`src/hdl/vadseg_pkg.sv`:
```
// Shared types, codes and constants for the voice activity segmenter.
// No dependencies; every other file in hdl/ refers to this package by scoped names.
`default_nettype none

package vadseg_pkg;

    // Field widths fixed by the interface
    localparam int PROB_W  = 16;
    localparam int BYTES_W = 16;
    localparam int LEN_W   = 20;
    localparam int CNT_W   = 21;
    localparam int CFG_W   = 20;
    localparam int IDX_W   = 3;

    localparam logic [CNT_W-1:0] CNT_MAX = {CNT_W{1'b1}};

    // Result event codes
    typedef enum logic [1:0] {
        EV_NONE      = 2'd0,
        EV_STARTED   = 2'd1,
        EV_DISCARDED = 2'd2,
        EV_COMPLETED = 2'd3
    } ev_t;

    // Configuration register indexes
    localparam logic [IDX_W-1:0] CFG_SPEECH_THR = 3'd0;
    localparam logic [IDX_W-1:0] CFG_EXIT_THR   = 3'd1;
    localparam logic [IDX_W-1:0] CFG_PREROLL    = 3'd2;
    localparam logic [IDX_W-1:0] CFG_MAX_SEG    = 3'd3;
    localparam logic [IDX_W-1:0] CFG_END_SIL    = 3'd4;
    localparam logic [IDX_W-1:0] CFG_MIN_SPEECH = 3'd5;
    localparam logic [IDX_W-1:0] CFG_KEPT_SIL   = 3'd6;

    // Configuration reset values
    localparam logic [PROB_W-1:0] SPEECH_THR_RST = 16'd32768;
    localparam logic [PROB_W-1:0] EXIT_THR_RST   = 16'd22938;
    localparam logic [LEN_W-1:0]  PREROLL_RST    = 20'd16000;
    localparam logic [LEN_W-1:0]  MAX_SEG_RST    = 20'd960000;
    localparam logic [LEN_W-1:0]  END_SIL_RST    = 20'd12800;
    localparam logic [LEN_W-1:0]  MIN_SPEECH_RST = 20'd4800;
    localparam logic [LEN_W-1:0]  KEPT_SIL_RST   = 20'd3200;

    typedef struct packed {
        logic [PROB_W-1:0] speech_thr;
        logic [PROB_W-1:0] exit_thr;
        logic [LEN_W-1:0]  preroll_limit;
        logic [LEN_W-1:0]  max_seg;
        logic [LEN_W-1:0]  end_sil;
        logic [LEN_W-1:0]  min_speech;
        logic [LEN_W-1:0]  kept_sil;
    } cfg_t;

    typedef struct packed {
        ev_t              ev;
        logic [LEN_W-1:0] start;
        logic [LEN_W-1:0] len;
    } res_t;

    // Saturating add for the segment counters
    function automatic logic [CNT_W-1:0] sat_add(input logic [CNT_W-1:0] a,
                                                 input logic [CNT_W-1:0] b);
        logic [CNT_W:0] sum;
        sum = {1'b0, a} + {1'b0, b};
        return sum[CNT_W] ? CNT_MAX : sum[CNT_W-1:0];
    endfunction

endpackage

`default_nettype wire

```
`src/hdl/vad_speech_segmenter_top.sv`:
```
// Voice activity segmenter top level: configuration registers, input and result stages.
// Depends on vadseg_pkg and vadseg_core.
//
//   Channel  Direction  Handshake            Payload
//   in       sink       in_valid / in_stall  chunk_bytes, speech_prob
//   out      source     out_valid / out_stall event_res, segment_start, segment_length
//   cfg      sink       cfg_wr_en            cfg_index, cfg_wdata
//
// One item per cycle sustained while out_stall is low; each item gives exactly one result, which
// passes through the input register, then the result register after one pass of decision logic.
// The segment state advances only when an item moves into the result register.
// out_stall holds the result register; the input register then fills and in_stall rises.
// rst_n clears the valid flags and segment state and loads the configuration defaults asynchronously.
`default_nettype none

module vad_speech_segmenter_top #(
    parameter int WINDOW_SAMPLES = 512,
    parameter int RING_ADDR_BITS = 20
) (
    input  wire logic                              clk,
    input  wire logic                              rst_n,
    input  wire logic                              in_valid,
    output logic                                   in_stall,
    input  wire logic [vadseg_pkg::BYTES_W-1:0]    chunk_bytes,
    input  wire logic [vadseg_pkg::PROB_W-1:0]     speech_prob,
    output logic                                   out_valid,
    input  wire logic                              out_stall,
    output logic [1:0]                             event_res,
    output logic [vadseg_pkg::LEN_W-1:0]           segment_start,
    output logic [vadseg_pkg::LEN_W-1:0]           segment_length,
    input  wire logic                              cfg_wr_en,
    input  wire logic [vadseg_pkg::IDX_W-1:0]      cfg_index,
    input  wire logic [vadseg_pkg::CFG_W-1:0]      cfg_wdata
);

    vadseg_pkg::cfg_t cfg_reg;

    logic                           s1_valid_reg;
    logic [vadseg_pkg::BYTES_W-1:0] s1_bytes_reg;
    logic [vadseg_pkg::PROB_W-1:0]  s1_prob_reg;

    logic             out_valid_reg;
    vadseg_pkg::res_t out_reg;
    vadseg_pkg::res_t res_next;

    logic out_free;
    logic s1_adv;
    logic in_take;

    // Write configuration registers
    always_ff @(posedge clk or negedge rst_n)
    begin
        if (!rst_n)
        begin
            cfg_reg.speech_thr    <= vadseg_pkg::SPEECH_THR_RST;
            cfg_reg.exit_thr      <= vadseg_pkg::EXIT_THR_RST;
            cfg_reg.preroll_limit <= vadseg_pkg::PREROLL_RST;
            cfg_reg.max_seg       <= vadseg_pkg::MAX_SEG_RST;
            cfg_reg.end_sil       <= vadseg_pkg::END_SIL_RST;
            cfg_reg.min_speech    <= vadseg_pkg::MIN_SPEECH_RST;
            cfg_reg.kept_sil      <= vadseg_pkg::KEPT_SIL_RST;
        end
        else if (cfg_wr_en)
        begin
            unique case (cfg_index)
                vadseg_pkg::CFG_SPEECH_THR: cfg_reg.speech_thr    <= cfg_wdata[15:0];
                vadseg_pkg::CFG_EXIT_THR:   cfg_reg.exit_thr      <= cfg_wdata[15:0];
                vadseg_pkg::CFG_PREROLL:    cfg_reg.preroll_limit <= cfg_wdata;
                vadseg_pkg::CFG_MAX_SEG:    cfg_reg.max_seg       <= cfg_wdata;
                vadseg_pkg::CFG_END_SIL:    cfg_reg.end_sil       <= cfg_wdata;
                vadseg_pkg::CFG_MIN_SPEECH: cfg_reg.min_speech    <= cfg_wdata;
                vadseg_pkg::CFG_KEPT_SIL:   cfg_reg.kept_sil      <= cfg_wdata;
                default: ;
            endcase
        end
    end

    // Handshake: advance the input register whenever the result register is free
    assign out_free = !out_valid_reg || !out_stall;
    assign s1_adv   = s1_valid_reg && out_free;
    assign in_stall = s1_valid_reg && !out_free;
    assign in_take  = in_valid && !in_stall;

    // Hold the accepted item
    always_ff @(posedge clk or negedge rst_n)
    begin
        if (!rst_n)
        begin
            s1_valid_reg <= 1'b0;
        end
        else if (in_take)
        begin
            s1_valid_reg <= 1'b1;
        end
        else if (s1_adv)
        begin
            s1_valid_reg <= 1'b0;
        end
    end

    always_ff @(posedge clk)
    begin
        if (in_take)
        begin
            s1_bytes_reg <= chunk_bytes;
            s1_prob_reg  <= speech_prob;
        end
    end

    vadseg_core #(
        .WINDOW_SAMPLES (WINDOW_SAMPLES),
        .RING_ADDR_BITS (RING_ADDR_BITS)
    ) u_core (
        .clk       (clk),
        .rst_n     (rst_n),
        .step_en   (s1_adv),
        .win_bytes (s1_bytes_reg),
        .win_prob  (s1_prob_reg),
        .cfg       (cfg_reg),
        .res       (res_next)
    );

    // Register the result; drop it once taken
    always_ff @(posedge clk or negedge rst_n)
    begin
        if (!rst_n)
        begin
            out_valid_reg <= 1'b0;
        end
        else if (s1_adv)
        begin
            out_valid_reg <= 1'b1;
        end
        else if (out_free)
        begin
            out_valid_reg <= 1'b0;
        end
    end

    always_ff @(posedge clk)
    begin
        if (s1_adv)
        begin
            out_reg <= res_next;
        end
    end

    assign out_valid      = out_valid_reg;
    assign event_res      = out_reg.ev;
    assign segment_start  = out_reg.start;
    assign segment_length = out_reg.len;

endmodule

`default_nettype wire

```
`src/hdl/vadseg_core.sv`:
```
// Segmenter state and the per-window decision logic.
// Depends on vadseg_pkg; instantiated by vad_speech_segmenter_top.
`default_nettype none

module vadseg_core #(
    parameter int WINDOW_SAMPLES = 512,
    parameter int RING_ADDR_BITS = 20
) (
    input  wire logic                              clk,
    input  wire logic                              rst_n,
    input  wire logic                              step_en,
    input  wire logic [vadseg_pkg::BYTES_W-1:0]    win_bytes,
    input  wire logic [vadseg_pkg::PROB_W-1:0]     win_prob,
    input  wire vadseg_pkg::cfg_t                  cfg,
    output vadseg_pkg::res_t                       res
);

    localparam int LW  = vadseg_pkg::LEN_W;
    localparam int CW  = vadseg_pkg::CNT_W;
    localparam int RA  = RING_ADDR_BITS;
    localparam int SW  = (RING_ADDR_BITS > vadseg_pkg::LEN_W) ? RING_ADDR_BITS
                                                               : vadseg_pkg::LEN_W;
    localparam int WIN_BYTES = 2 * WINDOW_SAMPLES;

    localparam logic [vadseg_pkg::BYTES_W-1:0] WIN_BYTES_IN = vadseg_pkg::BYTES_W'(WIN_BYTES);
    localparam logic [RA-1:0] WIN_BYTES_RA  = RA'(WIN_BYTES);
    localparam logic [LW:0]   WIN_BYTES_PRE = (LW + 1)'(WIN_BYTES);
    localparam logic [CW-1:0] WIN_BYTES_CNT = CW'(WIN_BYTES);
    localparam logic [CW-1:0] WIN_SMP_CNT   = CW'(WINDOW_SAMPLES);

    logic          capturing_reg, capturing_next;
    logic [LW-1:0] preroll_reg, preroll_next;
    logic [CW-1:0] utt_reg, utt_next;
    logic [CW-1:0] voiced_reg, voiced_next;
    logic [CW-1:0] silence_reg, silence_next;
    logic [RA-1:0] ring_reg, ring_next;
    logic [RA-1:0] start_reg, start_next;

    logic          win_ok;
    logic [LW:0]   pre_sum;
    logic [LW-1:0] pre_new;
    logic [SW-1:0] start_diff;
    logic [RA-1:0] start_new;
    logic [CW-1:0] utt_new;
    logic [CW-1:0] voi_new;
    logic [CW-1:0] sil_new;
    logic          voiced_hit;
    logic          end_hit;
    logic          keep_seg;
    logic [LW-1:0] seg_len;
    logic [CW-1:0] excess;
    logic [CW:0]   trim;
    logic [LW-1:0] final_len;
    logic [SW-1:0] start_out_wide;
    logic [SW-1:0] start_new_wide;

    // Window arithmetic shared by both modes
    always_comb
    begin
        win_ok     = (win_bytes == WIN_BYTES_IN);
        ring_next  = ring_reg + WIN_BYTES_RA;

        pre_sum    = {1'b0, preroll_reg} + WIN_BYTES_PRE;
        pre_new    = (pre_sum > {1'b0, cfg.preroll_limit}) ? cfg.preroll_limit
                                                            : pre_sum[LW-1:0];
        start_diff = SW'(ring_next) - SW'(pre_new);
        start_new  = start_diff[RA-1:0];

        utt_new    = vadseg_pkg::sat_add(utt_reg, WIN_BYTES_CNT);
        voiced_hit = (win_prob >= cfg.exit_thr);
        voi_new    = voiced_hit ? vadseg_pkg::sat_add(voiced_reg, WIN_SMP_CNT) : voiced_reg;
        sil_new    = voiced_hit ? '0 : vadseg_pkg::sat_add(silence_reg, WIN_SMP_CNT);

        end_hit    = (utt_new >= {1'b0, cfg.max_seg}) || (sil_new >= {1'b0, cfg.end_sil});
        keep_seg   = (voi_new >= {1'b0, cfg.min_speech});

        // Truncate to the maximum, then trim trailing silence
        seg_len    = (utt_new > {1'b0, cfg.max_seg}) ? cfg.max_seg : utt_new[LW-1:0];
        excess     = (sil_new > {1'b0, cfg.kept_sil}) ? sil_new - {1'b0, cfg.kept_sil} : '0;
        trim       = {excess, 1'b0};
        final_len  = (trim > (CW + 1)'(seg_len)) ? '0 : seg_len - trim[LW-1:0];

        start_out_wide = SW'(start_reg);
        start_new_wide = SW'(start_new);
    end

    // Next state and result for one window
    always_comb
    begin
        capturing_next = capturing_reg;
        preroll_next   = preroll_reg;
        utt_next       = utt_reg;
        voiced_next    = voiced_reg;
        silence_next   = silence_reg;
        start_next     = start_reg;
        res.ev         = vadseg_pkg::EV_NONE;
        res.start      = '0;
        res.len        = '0;

        if (win_ok)
        begin
            if (!capturing_reg)
            begin
                preroll_next = pre_new;
                if (win_prob >= cfg.speech_thr)
                begin
                    capturing_next = 1'b1;
                    voiced_next    = WIN_SMP_CNT;
                    silence_next   = '0;
                    utt_next       = CW'(pre_new);
                    start_next     = start_new;
                    res.ev         = vadseg_pkg::EV_STARTED;
                    res.start      = start_new_wide[LW-1:0];
                end
            end
            else
            begin
                utt_next     = utt_new;
                voiced_next  = voi_new;
                silence_next = sil_new;
                if (end_hit)
                begin
                    capturing_next = 1'b0;
                    preroll_next   = '0;
                    utt_next       = '0;
                    voiced_next    = '0;
                    silence_next   = '0;
                    if (!keep_seg)
                    begin
                        res.ev = vadseg_pkg::EV_DISCARDED;
                    end
                    else
                    begin
                        res.ev    = vadseg_pkg::EV_COMPLETED;
                        res.start = start_out_wide[LW-1:0];
                        res.len   = final_len;
                    end
                end
            end
        end
    end

    // Advance the state once per window handed to the result stage
    always_ff @(posedge clk or negedge rst_n)
    begin
        if (!rst_n)
        begin
            capturing_reg <= 1'b0;
            preroll_reg   <= '0;
            utt_reg       <= '0;
            voiced_reg    <= '0;
            silence_reg   <= '0;
            ring_reg      <= '0;
            start_reg     <= '0;
        end
        else if (step_en)
        begin
            capturing_reg <= capturing_next;
            preroll_reg   <= preroll_next;
            utt_reg       <= utt_next;
            voiced_reg    <= voiced_next;
            silence_reg   <= silence_next;
            if (win_ok)
            begin
                ring_reg <= ring_next;
            end
            start_reg     <= start_next;
        end
    end

endmodule

`default_nettype wire

```
`config.mk`:
```
export PLATFORM = sky130hd
export DESIGN_NAME = vad_speech_segmenter_top
export DESIGN_NICKNAME = d
export VERILOG_FILES = /design/src/hdl/vadseg_pkg.sv /design/src/hdl/vad_speech_segmenter_top.sv /design/src/hdl/vadseg_core.sv
export SDC_FILE = /design/constraint.sdc
export NUM_CORES = 1
export LEC_CHECK = 0
export BUFFER_PORTS_ARGS = -buffer_cell sky130_fd_sc_hd__buf_2
export CAP_MARGIN = 20
export CELL_PAD_IN_SITES_DETAIL_PLACEMENT = 1
export CELL_PAD_IN_SITES_GLOBAL_PLACEMENT = 1
export CORE_MARGIN = 2
export CORE_UTILIZATION = 45
export CTS_BUF_LIST = sky130_fd_sc_hd__clkbuf_8
export DETAILED_ROUTE_END_ITERATION = 10
export PLACE_DENSITY_LB_ADDON = 0.1
export SETUP_SLACK_MARGIN = 0.4
export SYNTH_ARGS = -nofsm -noshare
export SYNTH_HDL_FRONTEND = slang
export SYNTH_SLANG_ARGS = --single-unit
```
`constraint.sdc`:
```
create_clock -name clk -period 10.9 [get_ports clk]
set_input_delay 2.18 -clock clk [delete_from_list [all_inputs] [get_ports clk]]
set_output_delay 2.18 -clock clk [all_outputs]
set_load 0.005 [all_outputs]
```
## After elaboration in Yosys (flattened, before gate mapping)

Index checks and enable logic that the tools add are counted.

| cells by class | value |
|---|---|
| add/subtract/negate cells | 8 |
| bitwise operators | 4 |
| equality and inequality tests | 8 |
| reductions and logical operators | 25 |
| multiplexer cells | 32 |
| magnitude comparators | 9 |

Operators with widths:

| kind | number |
|---|---|
| two-way mux 21 bit | 16 |
| two-way mux 20 bit | 5 |
| greater-or-equal comparator 21 x 20 -> 1 bit | 3 |
| > comparator 21 x 20 -> 1 bit | 3 |
| adder 21 x 10 -> 22 bit (second input constant) | 2 |
| two-way mux 42 bit | 1 |
| two-way mux 40 bit | 1 |
| subtractor 20 bit | 2 |
| greater-or-equal comparator 16 bit | 2 |
| adder 21 x 11 -> 22 bit (second input constant) | 1 |
| > comparator 22 x 20 -> 1 bit | 1 |
| two-way mux 22 bit | 1 |
| adder 20 x 11 -> 21 bit (second input constant) | 1 |
| subtractor 21 x 20 -> 21 bit | 1 |
| adder 20 x 11 -> 20 bit (second input constant) | 1 |
| == test 16 x 11 -> 1 bit (second input constant) | 1 |
| AND reduction 2 bit | 8 |
| == test 3 bit (second input constant) | 3 |
| two-way mux 1 bit | 8 |
| == test 3 x 2 -> 1 bit (second input constant) | 2 |
| AND reduction 3 bit | 2 |
| nonzero test 2 bit | 3 |
| OR reduction 5 bit | 1 |
| logical NOT 1 bit | 4 |
| other kinds (7) | 13 |

| word-level totals | value |
|---|---|
| output and inout port bits | 44 |
| register bits | 332 |
| bits of input ports | 60 |

## Longest topological paths before layout

Gate-level depths: netlist of run 1.

| logic depth | value |
|---|---|
| word-level depth | 10 |
| gate-level depth with buffers | 37 |
| mapped depth without buffers | 33 |

## Hierarchy

A second synthesis of run 1 with hierarchy kept.

| second synthesis, totals | value |
|---|---|
| cell total of the unflattened synthesis | 2025 |
| area, all modules | 20350.8 µm² |

By module, submodules not included:

| module | area an instance (µm²) | instances | seq. area each (µm²) | cells an instance |
|---|---|---|---|---|
| vadseg_core | 13047.5 | 1 | 2852.7 | 1659 |
| vad_speech_segmenter_top | 7303.3 | 1 | 5615.4 | 366 |

## Worst setup path before layout of run 1

No wires, ideal clock.

| path | value |
|---|---|
| path kind | register to register |
| from | register cfg_reg[101] (netlist name) |
| to | register out_reg (netlist bit segment_length[19]) (data pin) |
| path slack | 4.276 ns |
| setup time | 0.259 ns |
| period minus slack after synthesis | 6.624 ns |
| data required time | 10.641 ns |
| stages on the path, launching flop included | 35 |
| arrival time | 6.365 ns |
| path through | dfstp_2 > inv_1 > ha_1 > a21o_1 > a21o_1 > a21oi_1 > o21ai_0 > a41o_1 > clkbuf_1 > clkbuf_1 > nor2_1 > ha_1 > nor2b_1 > o21ai_0 > a21oi_1 > o311ai_0 > a21oi_1 > o21ai_0 > nand2b_1 > a311o_1 > clkbuf_1 > clkbuf_1 > nand2_1 > inv_1 > ha_1 > a21o_1 > a21oi_1 > o21bai_1 > a21oi_1 > o21ai_0 > nand2_1 > a21oi_1 > o41a_1 > and4b_1 > o31a_1 |

| on the way | value |
|---|---|
| longest elaborated chain between the ends | 6 |
| elaborated cells between the ends (all ways) | 14 |
| classes of those cells | add/sub: 2; order compare: 5; mux: 3; bitwise: 2; reduce/logical: 2 |

Ends and longest elaborated chain:

| item | RTL line | source |
|---|---|---|
| start, declared | vad_speech_segmenter_top.sv:36 | `vadseg_pkg::cfg_t cfg_reg;` |
| greater-or-equal comparator 16 bit (*) | vadseg_core.sv:70 | `voiced_hit = (win_prob >= cfg.exit_thr);` |
| two-way mux 21 bit | vadseg_core.sv:72 | `sil_new = voiced_hit ? '0 : vadseg_pkg::sat_add(silence_reg, WIN_SMP_CNT);` |
| subtractor 21 x 20 -> 21 bit, or another cell as far along | vadseg_core.sv:79 | `excess = (sil_new > {1'b0, cfg.kept_sil}) ? sil_new - {1'b0, cfg.kept_sil} : '0;` |
| two-way mux 21 bit or logical OR 1 bit (tied branches) | vadseg_core.sv:79, vadseg_core.sv:74 |  |
| > comparator 22 x 20 -> 1 bit or NOT 1 bit (tied branches) | -- |  |
| OR reduction 5 bit (no line) | -- |  |
| end signal, assigned | vad_speech_segmenter_top.sv:144 | `out_reg <= res_next;` |
| end, declared | vad_speech_segmenter_top.sv:43 | `vadseg_pkg::res_t out_reg;` |

Mark *: on every way between the ends. The rest lies on a longest branch, timed or not.
A chain may end at the register's enable or synchronous reset.

## Worst setup path in the final report of run 1

| path | value |
|---|---|
| from | register s1_prob_reg[0] (netlist name) |
| to | register out_reg (netlist bit segment_length[9]) (data pin) |

| on the way | value |
|---|---|
| longest elaborated chain between the ends | 6 |
| elaborated cells between the ends (all ways) | 14 |
| classes of those cells | add/sub: 2; order compare: 5; mux: 3; bitwise: 2; reduce/logical: 2 |

Ends and longest elaborated chain:

| item | RTL line | source |
|---|---|---|
| start, declared | vad_speech_segmenter_top.sv:40 | `logic [vadseg_pkg::PROB_W-1:0] s1_prob_reg;` |
| start signal, assigned | vad_speech_segmenter_top.sv:106 | `s1_prob_reg <= speech_prob;` |
| greater-or-equal comparator 16 bit (*) | vadseg_core.sv:70 |  |
| two-way mux 21 bit | vadseg_core.sv:72 |  |
| subtractor 21 x 20 -> 21 bit, or another cell as far along | vadseg_core.sv:79 |  |
| two-way mux 21 bit or logical OR 1 bit (tied branches) | vadseg_core.sv:79, vadseg_core.sv:74 |  |
| > comparator 22 x 20 -> 1 bit or NOT 1 bit (tied branches) | -- |  |
| OR reduction 5 bit (no line) | -- |  |

Marked as above.

==> impl_metrics.yaml, run 1 <==
placement:
  dp_hpwl_um: 40500
  gp_congestion: 0.851
  port_buffers: 103
  placed_area_mm2: 0.0207
timing:
  fin_worst_skew_ns: 0.0381
  timing.fmax_mhz: 134
  fin_crit_ns: 7.45
  setup_viol: 0
  rsz0062_at_grt: "no"
  fin_setup_tns_ns: 0
  maxSlewViolCount: 0
  hold_viol_final: 0
  worst_pin_slew_ns: 1.06
  slew_headroom_pct: 29.2
  fin_crit_sh_pct: 68.4
  hold-worst-slack_ns: 0.482
floorplan:
  dieHeight_um: 212
  initial_utilization_pct: 45.3
  fp-row-count: 76
  die_w_um: 212
  pin_count: 104
  coreArea_mm2: 0.0429
  die_area_mm2: 0.0448
critical_path:
  reg2reg_from: "s1_prob_reg[0]$_DFFE_PP_"
  critical_path_peak_fanout: 27
  r2r_end: "segment_length[9]$_SDFFCE_PP0P_"
  critPathTopFamily: "compound AO/OA/AOI/OAI gates"
  cp_data_required_time_ns: 11.40
  arrival_ns: 7.95
  critPathBufInv: 3
  end_kind: "flop"
  max_stage_delay_ns: 0.53
  path_class: "flop to flop"
  worst-r2r-cell-count: 32
  critical-path-slowest-cell: "and3b_1"
  r2r_setup_slack_ns: 3.45
  critical_path.startpoint_type: "flop"
logic_synthesis:
  async_reset_ff_share_pct: 77.0
  synth_edf_count: 74
  avgSynthCellArea_um2: 9.73
  syn_inst: 1997
  synth_warnings: 0
  synth_seq_area_share_pct: 43.6
  synth_top_area_cell: "dfrtp_1"
  synth_nets: 2242
  ys.flop_type: "dfrtp_1"
  synth_cell_types: 75
  synth_area_leaders: "dfrtp_1, ha_1, edfxtp_1"
  syn-cell-area_mm2: 0.0194
  synth_top_area_share_pct: 27.8
  ys_seq_elements: 322
routing:
  routed_wirelength_um: 55900
  ant_nets: 0
  detail_route.wl_per_cell_um: 20.3
  drc_errors: 0
  routed_via_density: 5.48
  drt_pass1_iterations: 7
  vias: 15100
  initialDrtViolationCount: 750
hold_path:
  whs_path_depth: 1
  holdPathEnd: "u_core.voiced_reg[6]$_DFFE_PN0P_"
  hold_path_class: "flop to flop"
  min_from: "u_core.voiced_reg[6]$_DFFE_PN0P_"
clock_network:
  holdBufCountCts: 0
  cts_resized: 0
  htree_levels: 2
  insertion_delay_ns: 0.67
  cts.path.max_buffers: 3
  cts_tree: "yes"
  cts_sinks: 322
  clkTransAtPathRegs_ns: 0.06
  postCtsSetupBuffers: 0
  cts_root_buf: "clkbuf_8"
  cts_buffers: 59
global_route:
  grt_pass1_vias: 16000
  grt_max_degree: 123
  antenna_found_initial: 3
  grt_pass1_wl_um: 88700
  grt_usage_pct: 25.6
  grt-ovfl-total: 0
finish:
  final_common_cell: "inv_1"
  mostFrequentLayoutCells: "inv_1, dfrtp_1, nand2_1, ha_1, nor2_1"
  fin_nets: 2361
  drive_gt1_share_pct: 16.7
  largest_reg_flops: 132
  area_growth_pct: 12.6
  final_area_mm2: 0.0219
  fin_util_pct: 51.0
power:
  comb_power_share_pct: 23.5
  p_leak_uw: 0.0109
  vdd_drop_max_uv: 123
  power_frac_clock_pct: 34.6
  power.net_switching_uw: 1080
  finalPower_uw: 3420
  seqPwrFrac_pct: 41.9
  p_sw_share_pct: 31.7
  p_per_area_mw_per_mm2: 156
  internal_power_uw: 2330
run_status:
  run_status: "completed"
job:
  cap_viol_max_count: 0
[Yosys cell counts, types with 8 or more instances]
master    instances
a21o_1           67
a21oi_1         114
a22o_1           44
and2_1           24
and3_1           11
clkbuf_1         64
dfrtp_1         216
dfstp_2          32
edfxtp_1         74
ha_1            183
inv_1           203
mux2_2           89
mux2i_1          14
nand2_1         197
nand2b_1         22
nand3_1          50
nand4_1          20
nor2_1          132
nor2b_1          16
nor3_1           29
o21a_1           27
o21ai_0         128
o21bai_1          8
o22a_1            9
o31ai_1           9
or2_2             9
xnor2_1          52
xor2_1           40
[cell type report]
class                           instances  area, um^2
Clock buffer                           68         936
Tap cell                              585         732
Inverter                              203         762
Fill cell                            4833       21000
Multi-Input combinational cell       1402        9990
Clock inverter                         42         269
Timing Repair Buffer                  128         719
Sequential cell                       322        8470
Antenna cell                            2        5.00
[per-stage QoR]
step	std cells	setup WS [ns]
after global routing	2750	2.73
final	2752	3.45
after floorplan	1997	4.28
after CTS	2749	3.41
after detailed placement	2639	3.44
after global placement	2639	3.78
[cells by family (layout without fill, tap and decap cells)]
group                    count (synthesis)  after routing  share of synthesized area, %
AO/OA/AOI/OAI                          475            475                          15.9
AND/OR/NAND/NOR                        547            547                          13.2
adder cells (fa/ha/maj)                185            185                          12.0
buffers and inverters                  273            441                          5.29
flip-flops                             322            322                          43.6
multiplexers                           103            103                          5.88
other                                    0              2                             0
XOR/XNOR                                92             92                          4.15
[how the worst max path moves through the flow]
stage                                            startpoint                               end  depth (start not counted)
final                              s1_prob_reg[0]$_DFFE_PP_   segment_length[9]$_SDFFCE_PP0P_                         32
after global routing      u_core.silence_reg[9]$_DFFE_PN0P_   segment_length[9]$_SDFFCE_PP0P_                         30
after CTS                          s1_prob_reg[0]$_DFFE_PP_   segment_length[9]$_SDFFCE_PP0P_                         32
after detailed placement           s1_prob_reg[0]$_DFFE_PP_   segment_length[9]$_SDFFCE_PP0P_                         32
after global placement             cfg_reg[101]$_DFFE_PN1P_   segment_length[9]$_SDFFCE_PP0P_                         31
after floorplan                    cfg_reg[101]$_DFFE_PN1P_  segment_length[19]$_SDFFCE_PP0P_                         34
[per-layer routing]
metal / wire [um] / global-route usage [%]
met5: 0 / 0
met4: 1440 / 8.21
met3: 2270 / 3.81
met2: 26200 / 42.2
met1: 26000 / 34.8
[power by group through the flow]
stage / combinational [uW] / clock, uW / sequential, uW
global placement: 775 / 0 / 1450
floorplan: 541 / 0 / 1440
global route: 908 / 1280 / 1450
detailed placement: 802 / 0 / 1450
finish: 805 / 1180 / 1430
CTS: 811 / 1230 / 1430
Note: power is estimated with default switching activity, not from simulation.
==> inputs of run 2 (changes only) <==
- clock period: 10.9 -> 7.5 ns (I/O delays scaled with it)
==> run 2 against run 1 <==
First-iteration DRC count fell by 7.3%. Sequential share of layout area is 0.11 points lower. Worst hold slack got worse by 0.0039 ns. Critical path type unchanged. Cell area is 0.30% higher. Largest cell class unchanged. Clock power grew 42%. Clock skew decreased by 0.0038 ns. Worst setup slack worse by 2.7 ns. Fmax is 11% higher.
==> impl_metrics.yaml, run 2 (synthesis results as in run 1) <==
finish:
  area_growth_pct: 13.0
  largest_reg_flops: 132
  fin_nets: 2364
  drive_gt1_share_pct: 17.5
  fin_util_pct: 51.2
  fillers: 4828
  final_common_cell: "inv_1"
  mostFrequentLayoutCells: "inv_1, dfrtp_1, nand2_1, ha_1, nor2_1"
  antenna_cells: 0
routing:
  drc_errors: 0
  ant_nets: 0
  routed_wirelength_um: 55800
  routed_via_density: 5.49
  initialDrtViolationCount: 695
  drt_pass1_iterations: 5
  vias: 15100
  detail_route.wl_per_cell_um: 20.3
run_status:
  run_status: "completed"
placement:
  port_buffers: 103
  dp_hpwl_um: 40700
  post-place-ws_ns: 0.362
  gp_congestion: 0.906
floorplan:
  initial_utilization_pct: 45.3
  coreArea_mm2: 0.0429
  die_w_um: 212
  pin_count: 104
  fp-row-count: 76
  dieHeight_um: 212
  die_area_mm2: 0.0448
global_route:
  grt_pass1_wl_um: 88600
  grt_pass1_vias: 16100
  antenna_found_initial: 2
  grt_max_degree: 163
  grt_usage_pct: 25.6
  grt-ovfl-total: 0
timing:
  hold_viol_final: 0
  setup_viol: 0
  fin_crit_ns: 6.71
  worst_pin_slew_ns: 0.988
  fin_crit_sh_pct: 89.4
  fin_worst_skew_ns: 0.0343
  setup_slack_ns: 0.792
  timing.fmax_mhz: 149
  rsz0062_at_grt: "yes"
  slew_headroom_pct: 34.1
  fin_setup_tns_ns: 0
  maxSlewViolCount: 0
critical_path:
  max_stage_delay_ns: 0.52
  cp_data_required_time_ns: 7.89
  arrival_ns: 7.10
  end_kind: "flop"
  critical-path-slowest-cell: "dfstp_2"
  critical_path.startpoint_type: "flop"
  path_class: "flop to flop"
  critical_path_peak_fanout: 16
power:
  vdd_drop_max_uv: 150
  p_leak_uw: 0.0109
  p_per_area_mw_per_mm2: 224
clock_network:
  cts_buffers: 58
  cts_tree: "yes"
  holdBufCountCts: 0
  insertion_delay_ns: 0.67
  cts_sinks: 322
  htree_levels: 2
  cts.path.max_buffers: 3
  postCtsSetupBuffers: 0
  cts_root_buf: "clkbuf_8"
  clkTransAtPathRegs_ns: 0.06
job:
  cap_viol_max_count: 0
hold_path:
  hold_path_class: "flop to flop"
run 2: cell count changes in the layout (fill, tap and decap cells not counted), sizes merged, moves of 2 or more:
cell    change
clkbuf      +6
inv         -6
bufinv      -3
diode       -2
clkinv      +4
buf         +3
run 2: metrics by stage:
step	std cells	instance area [um^2]	total power (uW)	hold slack [ns]
6_report	2754	21900	4920	0.478
5_1_grt	2754	21900	5230	0.500
4_1_cts	2752	21900	4990	0.486
3_5_place_dp	2642	20700	3280	0.469
3_3_place_gp	2642	20700	3230	0.455
2_1_floorplan	1997	19400	2880	0.438
run 2: worst paths after layout:
path | from | end | slack [ns] | cells past startpoint
max reg2reg | cfg_reg[101]$_DFFE_PN1P_ | segment_length[19]$_SDFFCE_PP0P_ | 0.79 | 30
max in group asynchronous | rst_n | u_core.silence_reg[15]$_DFFE_PN0P_ | 5.26 | 2
min | u_core.voiced_reg[7]$_DFFE_PN0P_ | u_core.voiced_reg[7]$_DFFE_PN0P_ | 0.48 | 1
min in group asynchronous | rst_n | u_core.start_out_wide[19]$_DFFE_PN0P_ | 0.81 | 1
min reg2reg | u_core.voiced_reg[7]$_DFFE_PN0P_ | u_core.voiced_reg[7]$_DFFE_PN0P_ | 0.48 | 1
max | cfg_reg[101]$_DFFE_PN1P_ | segment_length[19]$_SDFFCE_PP0P_ | 0.79 | 30
run 2: power by group:
part / switching (uW) / internal [uW] / total, uW
combinational: 715 / 463 / 1180
sequential: 77.8 / 2000 / 2080
clock: 777 / 889 / 1670
total: 1570 / 3350 / 4920
run 2: layout make-up:
cell class / instances / area [um^2] / share of cell area (%)
sequential: 322 / 8470 / 38.6
inverter: 203 / 762 / 3.47
tap: 585 / 732 / 3.34
clock inverter: 36 / 168 / 0.764
multi-input combinational: 1403 / 10000 / 45.8
timing repair buffer: 131 / 754 / 3.44
clock buffer: 74 / 1020 / 4.64
run 2: layer usage:
metal / GRT usage, % / vias up / wire length (um)
li1: - / 7234 / -
met2: 42.0 / 257 / 26100
met4: 9.45 / 0 / 1830
met1: 34.4 / 7531 / 25700
met3: 3.55 / 101 / 2150
met5: 0 / - / 0
run 2: what timing repair did:
action | in CTS | in global routing
gates resized for setup | 1 | 16
gates cloned | 0 | 1
pin swaps | 0 | 1
endpoints found under the hold margin | 0 | 0
endpoints found under the setup margin | 1 | 20
run 2: critical path, delay by kind of cell, from the launching register on:
kind,cells,cell delay (ns)
and+or+nand+nor,8,1.47
buffers and inverters,3,0.35
adders and majority gates,4,1.22
DFF,1,0.52
AOI/OAI and AO/OA,15,2.86
==> inputs of run 3 (changes only) <==
- CTS_BUF_LIST: sky130_fd_sc_hd__clkbuf_8 -> unset
- clock period: 7.5 -> 6.6 ns (I/O delays scaled with it)
==> run 3 against run 2 <==
Critical path type unchanged. Highest routed layer unchanged. Cell area grew 6.6%. Critical endpoint is now segment_length[9]$_SDFFCE_PP0P_. Register-to-register slack lost 0.44 ns. Worst hold slack gained 0.0041 ns. Sequential share of layout area shrank 2.4 points. Combinational power grew 36%. Critical path depth grew 2. Fmax grew 7.4%. Clock skew grew 0.00071 ns. Total power grew 25%. Routed wire length grew 6.6%. Sequential power grew 14%. Worst setup slack lost 0.44 ns. Largest power group unchanged.
==> impl_metrics.yaml, run 3 (synthesis results as in run 1) <==
run_status:
  run_status: "completed"
finish:
  multi_input_comb_area_mm2: 0.0107
  area_growth_pct: 20.4
  mostFrequentLayoutCells: "dfrtp_1, inv_1, nand2_1, ha_1, nor2_1"
  largest_reg_flops: 132
  drive_gt1_share_pct: 24.3
  final_common_cell: "dfrtp_1"
  fillers: 4765
  ff_latch_area_mm2: 0.00847
  layout.cells.non_filler: 2797
  fin_nets: 2424
timing:
  maxSlewViolCount: 0
  setup_viol: 0
  hold_viol_final: 0
  rsz0062_at_grt: "yes"
  fin_crit_ns: 6.25
  slew_headroom_pct: 20.2
  fin_worst_skew_ns: 0.0350
  worst_pin_slew_ns: 1.19
  setup_slack_ns: 0.355
  timing.fmax_mhz: 160
  fin_crit_sh_pct: 94.6
critical_path:
  critical_path.startpoint_type: "flop"
  cp_data_required_time_ns: 7.00
  arrival_ns: 6.64
  critical_path_peak_fanout: 7
  max_stage_delay_ns: 0.53
  reg2reg_from: "cfg_reg[108]$_DFFE_PN1P_"
  path_class: "flop to flop"
  critical-path-slowest-cell: "dfstp_2"
  end_kind: "flop"
  crit_start: "cfg_reg[108]$_DFFE_PN1P_"
hold_path:
  hold_path_class: "flop to flop"
  min_from: "u_core.voiced_reg[2]$_DFFE_PN0P_"
routing:
  routed_via_density: 5.59
  ant_nets: 0
  detail_route.wl_per_cell_um: 21.3
  vias: 15600
  drc_errors: 0
  drt_pass1_iterations: 5
  initialDrtViolationCount: 819
  routed_wirelength_um: 59500
placement:
  post-place-ws_ns: -0.0118
  dpl.cell_count: 2663
  port_buffers: 103
  dp_hpwl_um: 41100
  gp_congestion: 0.891
power:
  seqPwrFrac_pct: 38.5
  power_frac_clock_pct: 35.4
  power.net_switching_uw: 1900
  p_leak_uw: 0.0113
  vdd_drop_max_uv: 194
  p_sw_share_pct: 31.0
  internal_power_uw: 4240
  comb_power_share_pct: 26.1
  finalPower_uw: 6150
  p_per_area_mw_per_mm2: 263
floorplan:
  fp-row-count: 76
  pin_count: 104
  initial_utilization_pct: 45.3
  die_area_mm2: 0.0448
  coreArea_mm2: 0.0429
  die_w_um: 212
  dieHeight_um: 212
global_route:
  grt_usage_pct: 26.2
  grt_pass1_wl_um: 90500
  grt_max_degree: 157
  grt-ovfl-total: 0
  grt_pass1_vias: 16200
  antenna_found_initial: 2
clock_network:
  clkTransAtPathRegs_ns: 0.06
  cts_tree: "yes"
  cts_buffers: 40
  cts_sinks: 322
  cts_root_buf: "clkbuf_16"
  htree_levels: 2
  cts.path.max_buffers: 3
  holdBufCountCts: 0
  insertion_delay_ns: 0.58
job:
  cap_viol_max_count: 0
-- run 3: cell count changes in the layout (fill, tap and decap cells not counted), moves of 10 or more --
cell	before	now
buf_4	26	95
clkbuf_8	75	7
clkbuf_16	0	42
ha_1	183	152
inv_1	224	197
ha_4	0	24
a21oi_1	109	91
a21oi_2	5	20
o21ai_0	125	112
clkbuf_1	0	12
nand2_1	197	186
nor2_1	129	119
-- run 3: layout make-up --
| cell class | count | share of cell area [%] |
|---|---|---|
| Multi-Input combinational cell | 1402 | 45.8 |
| Antenna cell | 2 | 0.0214 |
| Sequential cell | 322 | 36.2 |
| Clock inverter | 14 | 0.605 |
| Tap cell | 585 | 3.13 |
| Inverter | 203 | 3.27 |
| Timing Repair Buffer | 210 | 6.04 |
| Clock buffer | 59 | 4.88 |
-- run 3: per-layer routing --
layer  track usage [%]  vias to the layer above  routed length (um)
met5                 0                        -                   0
met4              7.29                        0                1350
met3              3.10                       87                2070
met2              44.3                      257               28700
met1              35.6                     7946               27400
li1                  -                     7341                   -
-- run 3: worst max-delay path: cells and delay by family, from the launching register on --
kind | cells | cell delay (ns)
DFF | 1 | 0.53
adders and majority gates | 3 | 0.65
AOI/OAI and AO/OA | 18 | 3.51
buffers and inverters | 4 | 0.40
and+or+nand+nor | 7 | 0.99
-- run 3: power groups by stage --
stage	Combinational [uW]	Clock, uW	Sequential, uW
final	1600	2180	2370
after global routing	1770	2290	2390
after CTS	1390	2220	2370
after detailed placement	1330	0	2400
after global placement	1290	0	2390
after floorplan	904	0	2370
-- run 3: path summary, 6_finish.rpt --
path                                                          to  slack, ns  cells past startpoint
setup / recovery                 segment_length[9]$_SDFFCE_PP0P_       0.35                     32
hold / removal                  u_core.voiced_reg[2]$_DFFE_PN0P_       0.48                      1
setup reg to reg                 segment_length[9]$_SDFFCE_PP0P_       0.35                     32
hold reg to reg                 u_core.voiced_reg[2]$_DFFE_PN0P_       0.48                      1
max in group asynchronous                cfg_reg[17]$_DFFE_PN0P_       4.47                      2
min in group asynchronous  u_core.start_out_wide[18]$_DFFE_PN0P_       0.76                      1
-- run 3: what timing repair did --
action | in CTS | in global routing
buffers inserted | 9 | 44
endpoints found under the setup margin | 20 | 20
gates resized for setup | 39 | 126
pin swaps | 5 | 57
gates cloned | 1 | 4
hold endpoints to repair | 0 | 0
-- run 3: stage by stage --
stage	TNS (ns)	utilization, %	cell area (um^2)	hold slack [ns]
after detailed placement	-0.0133	48.7	20900	0.473
after global placement	0	48.7	20900	0.464
after floorplan	0	-	19500	0.438
after global routing	0	54.5	23400	0.496
final	0	54.5	23400	0.482
after CTS	0	52.3	22400	0.485
